**config.mk**
```make
export PLATFORM = sky130hd
export DESIGN_NAME = stop_and_wait_arq_link
export DESIGN_NICKNAME = d
export VERILOG_FILES = /design/src/sv/sawl_pkg.sv /design/src/sv/sawl_ram.sv /design/src/sv/sawl_ctrl.sv /design/src/sv/stop_and_wait_arq_link.sv
export SDC_FILE = /design/constraint.sdc
export NUM_CORES = 1
export LEC_CHECK = 0
export ABC_AREA = 1
export BUFFER_PORTS_ARGS = -buffer_cell sky130_fd_sc_hd__buf_2
export CAP_MARGIN = 20
export CELL_PAD_IN_SITES_DETAIL_PLACEMENT = 1
export CELL_PAD_IN_SITES_GLOBAL_PLACEMENT = 2
export CORE_MARGIN = 2
export CORE_UTILIZATION = 41
export DETAILED_ROUTE_END_ITERATION = 8
export PLACE_DENSITY = 0.91
export SYNTH_ARGS = -nofsm -noshare
export SYNTH_HDL_FRONTEND = slang
export SYNTH_HIERARCHICAL = 1
export SYNTH_SLANG_ARGS = --single-unit
```
**constraint.sdc**
```tcl
create_clock -name clock -period 8.45 [get_ports clock]
set_input_delay 0.845 -clock clock [delete_from_list [all_inputs] [get_ports clock]]
set_output_delay 0.845 -clock clock [all_outputs]
set_load 0.01 [all_outputs]
```
**src/sv/sawl_pkg.sv**
```systemverilog
// Package for the stop-and-wait ARQ link: operation codes, timer constants
// and the result flag record passed from the controller to the output stage.
// Depends on nothing.
package sawl_pkg;

   localparam logic [1:0] OP_PACKET = 2'd0;
   localparam logic [1:0] OP_FRAME  = 2'd1;
   localparam logic [1:0] OP_TICK   = 2'd2;

   localparam int TIMER_BITS = 16;
   localparam logic [TIMER_BITS-1:0] TIMER_MAX     = {TIMER_BITS{1'b1}};
   localparam logic [TIMER_BITS-1:0] TIMEOUT_RESET = 16'd5;

   typedef struct packed {
      logic link_valid;
      logic link_is_ack;
      logic link_seq;
      logic link_from_ram;
      logic deliver_valid;
      logic dropped;
   } result_flags_type;

endpackage

```
**src/sv/sawl_ram.sv**
```systemverilog
// Generic single-port-write, single-port-read RAM with a registered read.
// Used for the send queue; depends on nothing.
module sawl_ram #(
   parameter int WIDTH = 32,
   parameter int DEPTH = 16,
   localparam int ADDR_BITS = (DEPTH > 1) ? $clog2(DEPTH) : 1
) (
   input  logic                 clock,
   input  logic                 wr_en,
   input  logic [ADDR_BITS-1:0] wr_addr,
   input  logic [WIDTH-1:0]     wr_data,
   input  logic                 rd_en,
   input  logic [ADDR_BITS-1:0] rd_addr,
   output logic [WIDTH-1:0]     rd_data
);

   logic [WIDTH-1:0] mem_ff [DEPTH];
   logic [WIDTH-1:0] rd_data_ff;

   always_ff @(posedge clock) begin
      if (wr_en) begin
         mem_ff[wr_addr] <= wr_data;
      end
      if (rd_en) begin
         rd_data_ff <= mem_ff[rd_addr];
      end
   end

   assign rd_data = rd_data_ff;

endmodule

```
**src/sv/sawl_ctrl.sv**
```systemverilog
// Sender and receiver state of the stop-and-wait ARQ link: queue pointers,
// sequence bits, retransmit timer and the per-request decision.
// Depends on sawl_pkg.
module sawl_ctrl #(
   parameter int QUEUE_DEPTH  = 16,
   parameter int PAYLOAD_BITS = 32,
   localparam int ADDR_BITS   = (QUEUE_DEPTH > 1) ? $clog2(QUEUE_DEPTH) : 1
) (
   input  logic                              clock,
   input  logic                              reset,
   input  logic                              accept,
   input  logic [1:0]                        operation,
   input  logic                              frame_is_ack,
   input  logic                              frame_seq,
   input  logic [PAYLOAD_BITS-1:0]           payload,
   input  logic                              csr_write_enable,
   input  logic [sawl_pkg::TIMER_BITS-1:0]   csr_write_data,
   output sawl_pkg::result_flags_type        flags,
   output logic [PAYLOAD_BITS-1:0]           link_payload,
   output logic [PAYLOAD_BITS-1:0]           deliver_payload,
   output logic                              wr_en,
   output logic [ADDR_BITS-1:0]              wr_addr,
   output logic [PAYLOAD_BITS-1:0]           wr_data,
   output logic                              rd_en,
   output logic [ADDR_BITS-1:0]              rd_addr
);

   import sawl_pkg::*;

   localparam int COUNT_BITS = $clog2(QUEUE_DEPTH + 1);
   localparam int SUM_BITS   = ADDR_BITS + 1;
   localparam logic [COUNT_BITS-1:0] COUNT_FULL = COUNT_BITS'(QUEUE_DEPTH);
   localparam logic [SUM_BITS-1:0]   DEPTH_SUM  = SUM_BITS'(QUEUE_DEPTH);
   localparam logic [ADDR_BITS-1:0]  LAST_ADDR  = ADDR_BITS'(QUEUE_DEPTH - 1);

   logic [TIMER_BITS-1:0] timeout_ff, timeout_in;
   logic [ADDR_BITS-1:0]  head_ff, head_in;
   logic [COUNT_BITS-1:0] count_ff, count_in;
   logic                  tx_seq_ff, tx_seq_in;
   logic                  in_flight_ff, in_flight_in;
   logic [TIMER_BITS-1:0] timer_ff, timer_in;
   logic                  ack_seen_ff, ack_seen_in;
   logic                  ack_bit_ff, ack_bit_in;
   logic                  data_seen_ff, data_seen_in;
   logic                  data_bit_ff, data_bit_in;
   logic                  rx_bit_ff, rx_bit_in;

   logic [SUM_BITS-1:0]   tail_sum;
   logic [ADDR_BITS-1:0]  tail_addr;
   logic [ADDR_BITS-1:0]  head_next;
   logic [TIMER_BITS-1:0] timer_inc;

   always_comb begin
      tail_sum = SUM_BITS'(head_ff) + SUM_BITS'(count_ff);
      if (tail_sum >= DEPTH_SUM) begin
         tail_sum = tail_sum - DEPTH_SUM;
      end
      tail_addr = tail_sum[ADDR_BITS-1:0];
      head_next = (head_ff == LAST_ADDR) ? '0 : head_ff + 1'b1;
      timer_inc = (timer_ff == TIMER_MAX) ? timer_ff : timer_ff + 1'b1;
   end

   always_comb begin
      timeout_in      = csr_write_enable ? csr_write_data : timeout_ff;
      head_in         = head_ff;
      count_in        = count_ff;
      tx_seq_in       = tx_seq_ff;
      in_flight_in    = in_flight_ff;
      timer_in        = timer_ff;
      ack_seen_in     = ack_seen_ff;
      ack_bit_in      = ack_bit_ff;
      data_seen_in    = data_seen_ff;
      data_bit_in     = data_bit_ff;
      rx_bit_in       = rx_bit_ff;
      flags           = '0;
      link_payload    = '0;
      deliver_payload = '0;
      wr_en           = 1'b0;
      wr_addr         = tail_addr;
      wr_data         = payload;
      rd_en           = 1'b0;
      rd_addr         = head_ff;
      if (accept) begin
         case (operation)
            OP_PACKET: begin
               if (count_ff == COUNT_FULL) begin
                  flags.dropped = 1'b1;
               end else begin
                  wr_en    = 1'b1;
                  count_in = count_ff + 1'b1;
                  if (!in_flight_ff) begin
                     flags.link_valid = 1'b1;
                     flags.link_seq   = tx_seq_ff;
                     link_payload     = payload;
                     in_flight_in     = 1'b1;
                     timer_in         = '0;
                  end
               end
            end
            OP_FRAME: begin
               if (frame_is_ack) begin
                  if (in_flight_ff && count_ff != '0 &&
                      (!ack_seen_ff || ack_bit_ff != frame_seq)) begin
                     ack_seen_in  = 1'b1;
                     ack_bit_in   = frame_seq;
                     head_in      = head_next;
                     count_in     = count_ff - 1'b1;
                     tx_seq_in    = ~tx_seq_ff;
                     in_flight_in = 1'b0;
                     timer_in     = '0;
                     if (count_ff != COUNT_BITS'(1)) begin
                        flags.link_valid    = 1'b1;
                        flags.link_seq      = ~tx_seq_ff;
                        flags.link_from_ram = 1'b1;
                        rd_en               = 1'b1;
                        rd_addr             = head_next;
                        in_flight_in        = 1'b1;
                     end
                  end
               end else begin
                  flags.link_valid  = 1'b1;
                  flags.link_is_ack = 1'b1;
                  flags.link_seq    = rx_bit_ff;
                  if (!data_seen_ff || data_bit_ff != frame_seq) begin
                     data_seen_in        = 1'b1;
                     data_bit_in         = frame_seq;
                     rx_bit_in           = ~rx_bit_ff;
                     flags.link_seq      = ~rx_bit_ff;
                     flags.deliver_valid = 1'b1;
                     deliver_payload     = payload;
                  end
               end
            end
            OP_TICK: begin
               if (in_flight_ff && count_ff != '0) begin
                  timer_in = timer_inc;
                  if (timer_inc >= timeout_ff) begin
                     flags.link_valid    = 1'b1;
                     flags.link_seq      = tx_seq_ff;
                     flags.link_from_ram = 1'b1;
                     rd_en               = 1'b1;
                     timer_in            = '0;
                  end
               end
            end
            default: begin
            end
         endcase
      end
   end

   always_ff @(posedge clock) begin
      if (reset) begin
         timeout_ff   <= TIMEOUT_RESET;
         head_ff      <= '0;
         count_ff     <= '0;
         tx_seq_ff    <= 1'b0;
         in_flight_ff <= 1'b0;
         timer_ff     <= '0;
         ack_seen_ff  <= 1'b0;
         ack_bit_ff   <= 1'b0;
         data_seen_ff <= 1'b0;
         data_bit_ff  <= 1'b0;
         rx_bit_ff    <= 1'b0;
      end else begin
         timeout_ff   <= timeout_in;
         head_ff      <= head_in;
         count_ff     <= count_in;
         tx_seq_ff    <= tx_seq_in;
         in_flight_ff <= in_flight_in;
         timer_ff     <= timer_in;
         ack_seen_ff  <= ack_seen_in;
         ack_bit_ff   <= ack_bit_in;
         data_seen_ff <= data_seen_in;
         data_bit_ff  <= data_bit_in;
         rx_bit_ff    <= rx_bit_in;
      end
   end

`ifndef ASSERT_OFF
   a_flight_needs_entry: assert property (@(posedge clock) disable iff (reset)
      in_flight_ff |-> count_ff != '0)
      else $error("frame in flight with an empty queue");

   a_count_bound: assert property (@(posedge clock) disable iff (reset)
      count_ff <= COUNT_FULL)
      else $error("queue count beyond depth");

   a_drop_keeps_count: assert property (@(posedge clock) disable iff (reset)
      accept && operation == OP_PACKET && count_ff == COUNT_FULL
      |=> count_ff == $past(count_ff))
      else $error("dropped request changed the queue count");
`endif

endmodule

```
**src/sv/stop_and_wait_arq_link.sv**
```systemverilog
// Top level of the stop-and-wait ARQ link end: controller, send queue RAM
// and the result register. Depends on sawl_pkg, sawl_ctrl and sawl_ram.
//
// Requests enter on the req_ channel: an upper-layer packet, a frame from the
// link or a timer tick. Each accepted request gives exactly one result on the
// rsp_ channel: a frame to send on the link, a payload delivered upward and a
// drop flag for a packet that found the queue full.
// A result appears in the cycle after its request is accepted, and one request
// can be accepted in every cycle while req_stall is low; the result register is the only stage.
// Queued payloads live in a RAM with a registered read; a retransmitted or
// next-in-line frame takes its payload from that read port.
// The retransmit timeout is written on the csr_ port (reset value 5 ticks).
// Reset empties the queue and clears the sequence state; the queue contents
// are not cleared.
// While a result waits and rsp_stall is high, the result holds and req_stall
// is raised, so no request is taken until the result has gone.
module stop_and_wait_arq_link #(
   parameter int QUEUE_DEPTH  = 16,
   parameter int PAYLOAD_BITS = 32
) (
   input  logic                            clock,
   input  logic                            reset,
   input  logic                            req_valid,
   output logic                            req_stall,
   input  logic [1:0]                      req_operation,
   input  logic                            req_frame_is_ack,
   input  logic                            req_frame_seq,
   input  logic [PAYLOAD_BITS-1:0]         req_payload,
   output logic                            rsp_valid,
   input  logic                            rsp_stall,
   output logic                            rsp_link_valid,
   output logic                            rsp_link_is_ack,
   output logic                            rsp_link_seq,
   output logic [PAYLOAD_BITS-1:0]         rsp_link_payload,
   output logic                            rsp_deliver_valid,
   output logic [PAYLOAD_BITS-1:0]         rsp_deliver_payload,
   output logic                            rsp_dropped,
   input  logic                            csr_write_enable,
   input  logic [sawl_pkg::TIMER_BITS-1:0] csr_write_data
);

   import sawl_pkg::*;

   localparam int ADDR_BITS = (QUEUE_DEPTH > 1) ? $clog2(QUEUE_DEPTH) : 1;

   logic                    accept;
   result_flags_type        flags;
   logic [PAYLOAD_BITS-1:0] link_payload;
   logic [PAYLOAD_BITS-1:0] deliver_payload;
   logic                    wr_en;
   logic [ADDR_BITS-1:0]    wr_addr;
   logic [PAYLOAD_BITS-1:0] wr_data;
   logic                    rd_en;
   logic [ADDR_BITS-1:0]    rd_addr;
   logic [PAYLOAD_BITS-1:0] rd_data;

   logic                    rsp_valid_ff, rsp_valid_in;
   result_flags_type        flags_ff;
   logic [PAYLOAD_BITS-1:0] link_payload_ff;
   logic [PAYLOAD_BITS-1:0] deliver_payload_ff;

   assign req_stall = rsp_valid_ff && rsp_stall;
   assign accept    = req_valid && !req_stall;

   sawl_ctrl #(
      .QUEUE_DEPTH  (QUEUE_DEPTH),
      .PAYLOAD_BITS (PAYLOAD_BITS)
   ) u_ctrl (
      .clock            (clock),
      .reset            (reset),
      .accept           (accept),
      .operation        (req_operation),
      .frame_is_ack     (req_frame_is_ack),
      .frame_seq        (req_frame_seq),
      .payload          (req_payload),
      .csr_write_enable (csr_write_enable),
      .csr_write_data   (csr_write_data),
      .flags            (flags),
      .link_payload     (link_payload),
      .deliver_payload  (deliver_payload),
      .wr_en            (wr_en),
      .wr_addr          (wr_addr),
      .wr_data          (wr_data),
      .rd_en            (rd_en),
      .rd_addr          (rd_addr)
   );

   sawl_ram #(
      .WIDTH (PAYLOAD_BITS),
      .DEPTH (QUEUE_DEPTH)
   ) u_queue (
      .clock   (clock),
      .wr_en   (wr_en),
      .wr_addr (wr_addr),
      .wr_data (wr_data),
      .rd_en   (rd_en),
      .rd_addr (rd_addr),
      .rd_data (rd_data)
   );

   always_comb begin
      rsp_valid_in = rsp_valid_ff;
      if (accept) begin
         rsp_valid_in = 1'b1;
      end else if (!rsp_stall) begin
         rsp_valid_in = 1'b0;
      end
   end

   always_ff @(posedge clock) begin
      if (reset) begin
         rsp_valid_ff <= 1'b0;
      end else begin
         rsp_valid_ff <= rsp_valid_in;
      end
   end

   always_ff @(posedge clock) begin
      if (accept) begin
         flags_ff           <= flags;
         link_payload_ff    <= link_payload;
         deliver_payload_ff <= deliver_payload;
      end
   end

   assign rsp_valid           = rsp_valid_ff;
   assign rsp_link_valid      = flags_ff.link_valid;
   assign rsp_link_is_ack     = flags_ff.link_is_ack;
   assign rsp_link_seq        = flags_ff.link_seq;
   assign rsp_link_payload    = flags_ff.link_from_ram ? rd_data : link_payload_ff;
   assign rsp_deliver_valid   = flags_ff.deliver_valid;
   assign rsp_deliver_payload = deliver_payload_ff;
   assign rsp_dropped         = flags_ff.dropped;

`ifndef ASSERT_OFF
   a_stall_needs_result: assert property (@(posedge clock) disable iff (reset)
      req_stall |-> rsp_valid)
      else $error("request stalled with no result waiting");

   a_deliver_acked: assert property (@(posedge clock) disable iff (reset)
      rsp_valid && rsp_deliver_valid |-> rsp_link_valid && rsp_link_is_ack)
      else $error("delivery without an acknowledgement");

   a_drop_alone: assert property (@(posedge clock) disable iff (reset)
      rsp_valid && rsp_dropped |-> !rsp_link_valid && !rsp_deliver_valid)
      else $error("dropped request produced traffic");
`endif

endmodule
```
==> results.tsv <==
metric	value	unit
crit_chain	buf_2 > nand2_1 > inv_1 > nor2_4 > nand3_2 > nor2_2 > o21ai_4 > inv_6 > buf_4 > nand2_1 > nand3_1 > nand3_1 > nand3_1 > nand2_1	
vias	20500	
synthMuxAreaShare	0	%
placed_area	30900	µm²
drive_above_1_share	11.4	%
h-tree-depth	3	
status	finished, final reports clean	
hold_viol	0	
synth_flop_cell	edfxtp_1	
hold_path_class	register to register	
setup_violations	0	
yosysUniqueCellTypes	38	
async_reset_ff_share	0	%
max_freq	203	MHz
cts_root_buffer	clkbuf_16	
cp-start-kind	input pin	
drt_first_pass_iters	5	
slew_headroom	30.2	%
dieHeight	273	µm
met1_usage	26.6	%
place_congestion	0.748	
tightest_slew	1.05	ns
ios	128	
avgSynthCellArea	10.2	µm²
viasPerCell	5.14	
grt_overflow	0	
synthCells	2910	
ys_seq_area_share	65.3	%
drtIter0Drc	1131	
clk_path_buf_depth	3	
start_util	41.5	%
gr-max-usage-layer	met2	
finalClockSkew	0.0299	ns
synth-simple-area-share	19.7	%
ir_drop	0.164	mV
fp-row-count	98	
hold_buffers	0	
synth_fa_ha_area_share	1.24	%
critical_path.endpoint_type	register	
rsz0062_at_grt	false	
grtUsageMet2	39.9	%
wl_per_cell	20.7	µm
cts.sinks	663	
critPathMaxFanout	106	
dp_cells	3852	
synth-xor-area-share	0.589	%
cts_tree	built	
period_share	58.3	%
worstSetupPathType	input pin to register	
die_width	273	µm
grt_first_pass_wirelength	127	mm
wirelength	82.6	mm
coreArea	71700	µm²
hold_slack	0.455	ns
finalNonFillerCells	3987	
dp_hpwl	46.0	mm
track_usage	22.3	%
postRouteAntennaNets	0	
die_area	74700	µm²
yosys.area.top_type_share	62.0	%
synth_top_family_by_area	simple AND/OR/NAND/NOR gates	
syn_area	29800	µm²
post_cts_buffers	0	
maxSlewViolCount	0	
powerDensity	209	nW/µm²
synth_edf_count	614	
ys_ff_latch	663	
syn_to_final_growth	11.4	%
maxCapViolCount	0	
drcViolationCount	0	
ctsResizeCount	0	
synth_top_area_cell	edfxtp_1	
grt_pass1_vias	22100	
yosys_warnings	6	
path_clk_slew	0.06	ns
max_stage_delay	0.87	ns
io_buffer_count	127	
grt_max_degree	222	
insertion_delay	0.63	ns
crit_required	8.82	ns
critical_path.slowest_cell	buf_4	
tns	0	ns
p_leak	13.9	nW
netlist_top_cells_area	edfxtp_1 (62%), nand2_1 (10%), nand3_1 (6.8%), inv_1 (6.5%), dfxtp_1 (3.3%)	
numCtsBuffers	74	
final_area	33200	µm²
cp.arrival	5.29	ns
period_needed	4.93	ns
synthesis.nets	2996	
grt_util_met3	3.16	%
synth_compound_area_share	2.59	%
antenna_found_initial	1	
fin_nets	3065	
## where the power goes
part / internal (mW) / switching (mW)
Sequential: 3.62 / 0.0126
Clock: 1.76 / 1.31
Combinational: 0.0640 / 0.176
Total: 5.44 / 1.50
## metal layers
metal | share of wire (%) | wire length, µm | up-vias
met1 | 41 | 33500 | 10300
met4 | 3.6 | 3010 | 0
met3 | 4.3 | 3530 | 173
met5 | 0 | 0 | -
li1 | - | - | 9521
met2 | 51 | 42500 | 462
## flip-flops by register name, indices dropped and copies added (netlist names)
| register | count |
|---|---|
| flags_ff | 1 |
| link_payload_ff | 32 |
| rsp_deliver_payload | 32 |
| rsp_deliver_valid | 1 |
| rsp_dropped | 1 |
| rsp_link_is_ack | 1 |
| rsp_link_seq | 1 |
| rsp_link_valid | 1 |
| rsp_valid | 1 |
| u_ctrl/ack_bit_ff | 1 |
| u_ctrl/ack_seen_ff | 1 |
| u_ctrl/count_ff | 5 |
| u_ctrl/data_bit_ff | 1 |
| u_ctrl/data_seen_ff | 1 |
| u_ctrl/head_ff | 4 |
| u_ctrl/in_flight_ff | 1 |
| u_ctrl/rx_bit_ff | 1 |
| u_ctrl/timeout_ff | 16 |
| u_ctrl/timer_ff | 16 |
| u_ctrl/tx_seq_ff | 1 |
| u_queue/mem_ff | 512 |
| u_queue/rd_data | 32 |
## per-stage QoR
stage,worst slack [ns],utilization (%),power (mW)
6_report,3.52,46.2,6.94
5_1_grt,3.13,46.2,7.16
4_1_cts,3.31,46.2,7.01
3_5_place_dp,2.67,43.0,3.94
3_3_place_gp,2.94,43.0,3.93
2_1_floorplan,1.66,-,3.86
## worst paths after layout
check                     start             endpoint  slack (ns)  cells after the start
max reg2reg           rsp_valid  u_queue/rd_data[27]        3.55                     13
min reg2reg  u_ctrl/ack_seen_ff   u_ctrl/ack_seen_ff        0.45                      2
min          u_ctrl/ack_seen_ff   u_ctrl/ack_seen_ff        0.45                      2
max                   rsp_stall  u_queue/rd_data[27]        3.52                     14
## Yosys cell counts, types with 5 or more instances
cell type,count
nand2_1,814
edfxtp_1,614
inv_1,514
nand3_1,403
nor2_1,111
a21oi_1,57
buf_2,50
dfxtp_1,49
buf_4,39
buf_6,37
o21ai_0,36
o21ai_2,29
ha_1,28
clkbuf_1,22
nand4_1,19
buf_1,14
xor2_1,11
xnor2_1,9
nand2_2,7
inv_2,5
nand3b_1,5
nor2_2,5
nor3_1,5
## worst max-delay path, delay by kind of cell
| family | cells | cell delay [ns] |
|---|---|---|
| compound gates | 1 | 0.27 |
| simple gates | 9 | 2.34 |
| buf+inv | 4 | 1.72 |
## kinds of logic after synthesis
family | count (synthesis)
and+or+nand+nor | 1379
adders and majority gates | 29
AOI/OAI and AO/OA | 130
buffers and inverters | 689
xor gates and xnor gates | 20
DFF | 663
## placed cells by master, fill, tap and decap left out, types with 3 or more instances in the layout
master / netlist / final
a21oi_1: 57 / 56
buf_2: 50 / 127
buf_4: 39 / 31
clkbuf_1: 22 / 20
clkbuf_16: 0 / 77
clkbuf_8: 0 / 3
clkinv_1: 0 / 11
clkinv_2: 0 / 12
clkinvlp_4: 0 / 6
dfxtp_1: 49 / 49
edfxtp_1: 614 / 614
ha_1: 28 / 28
inv_1: 514 / 513
inv_2: 5 / 4
inv_6: 0 / 4
nand2_1: 814 / 812
nand2_2: 7 / 9
nand3_1: 403 / 403
nand3b_1: 5 / 5
nand4_1: 19 / 19
nor2_1: 111 / 94
nor2_2: 5 / 5
nor2_4: 3 / 20
nor3_1: 5 / 5
o21ai_0: 36 / 32
o21ai_1: 3 / 3
o21ai_2: 29 / 29
o21ai_4: 0 / 4
xnor2_1: 9 / 9
xor2_1: 11 / 11
## area by class of cell
| class | count | area, µm² |
|---|---|---|
| multi-input cells | 1558 | 7380 |
| fillers | 7918 | 38600 |
| inverters | 522 | 1980 |
| clock buffers | 100 | 2040 |
| clock inverters | 33 | 230 |
| repair buffers | 160 | 916 |
| well taps | 950 | 1190 |
| flip-flops and latches | 663 | 19400 |
| diodes | 1 | 2.50 |
No activity file was read; power rests on OpenSTA's default activity.
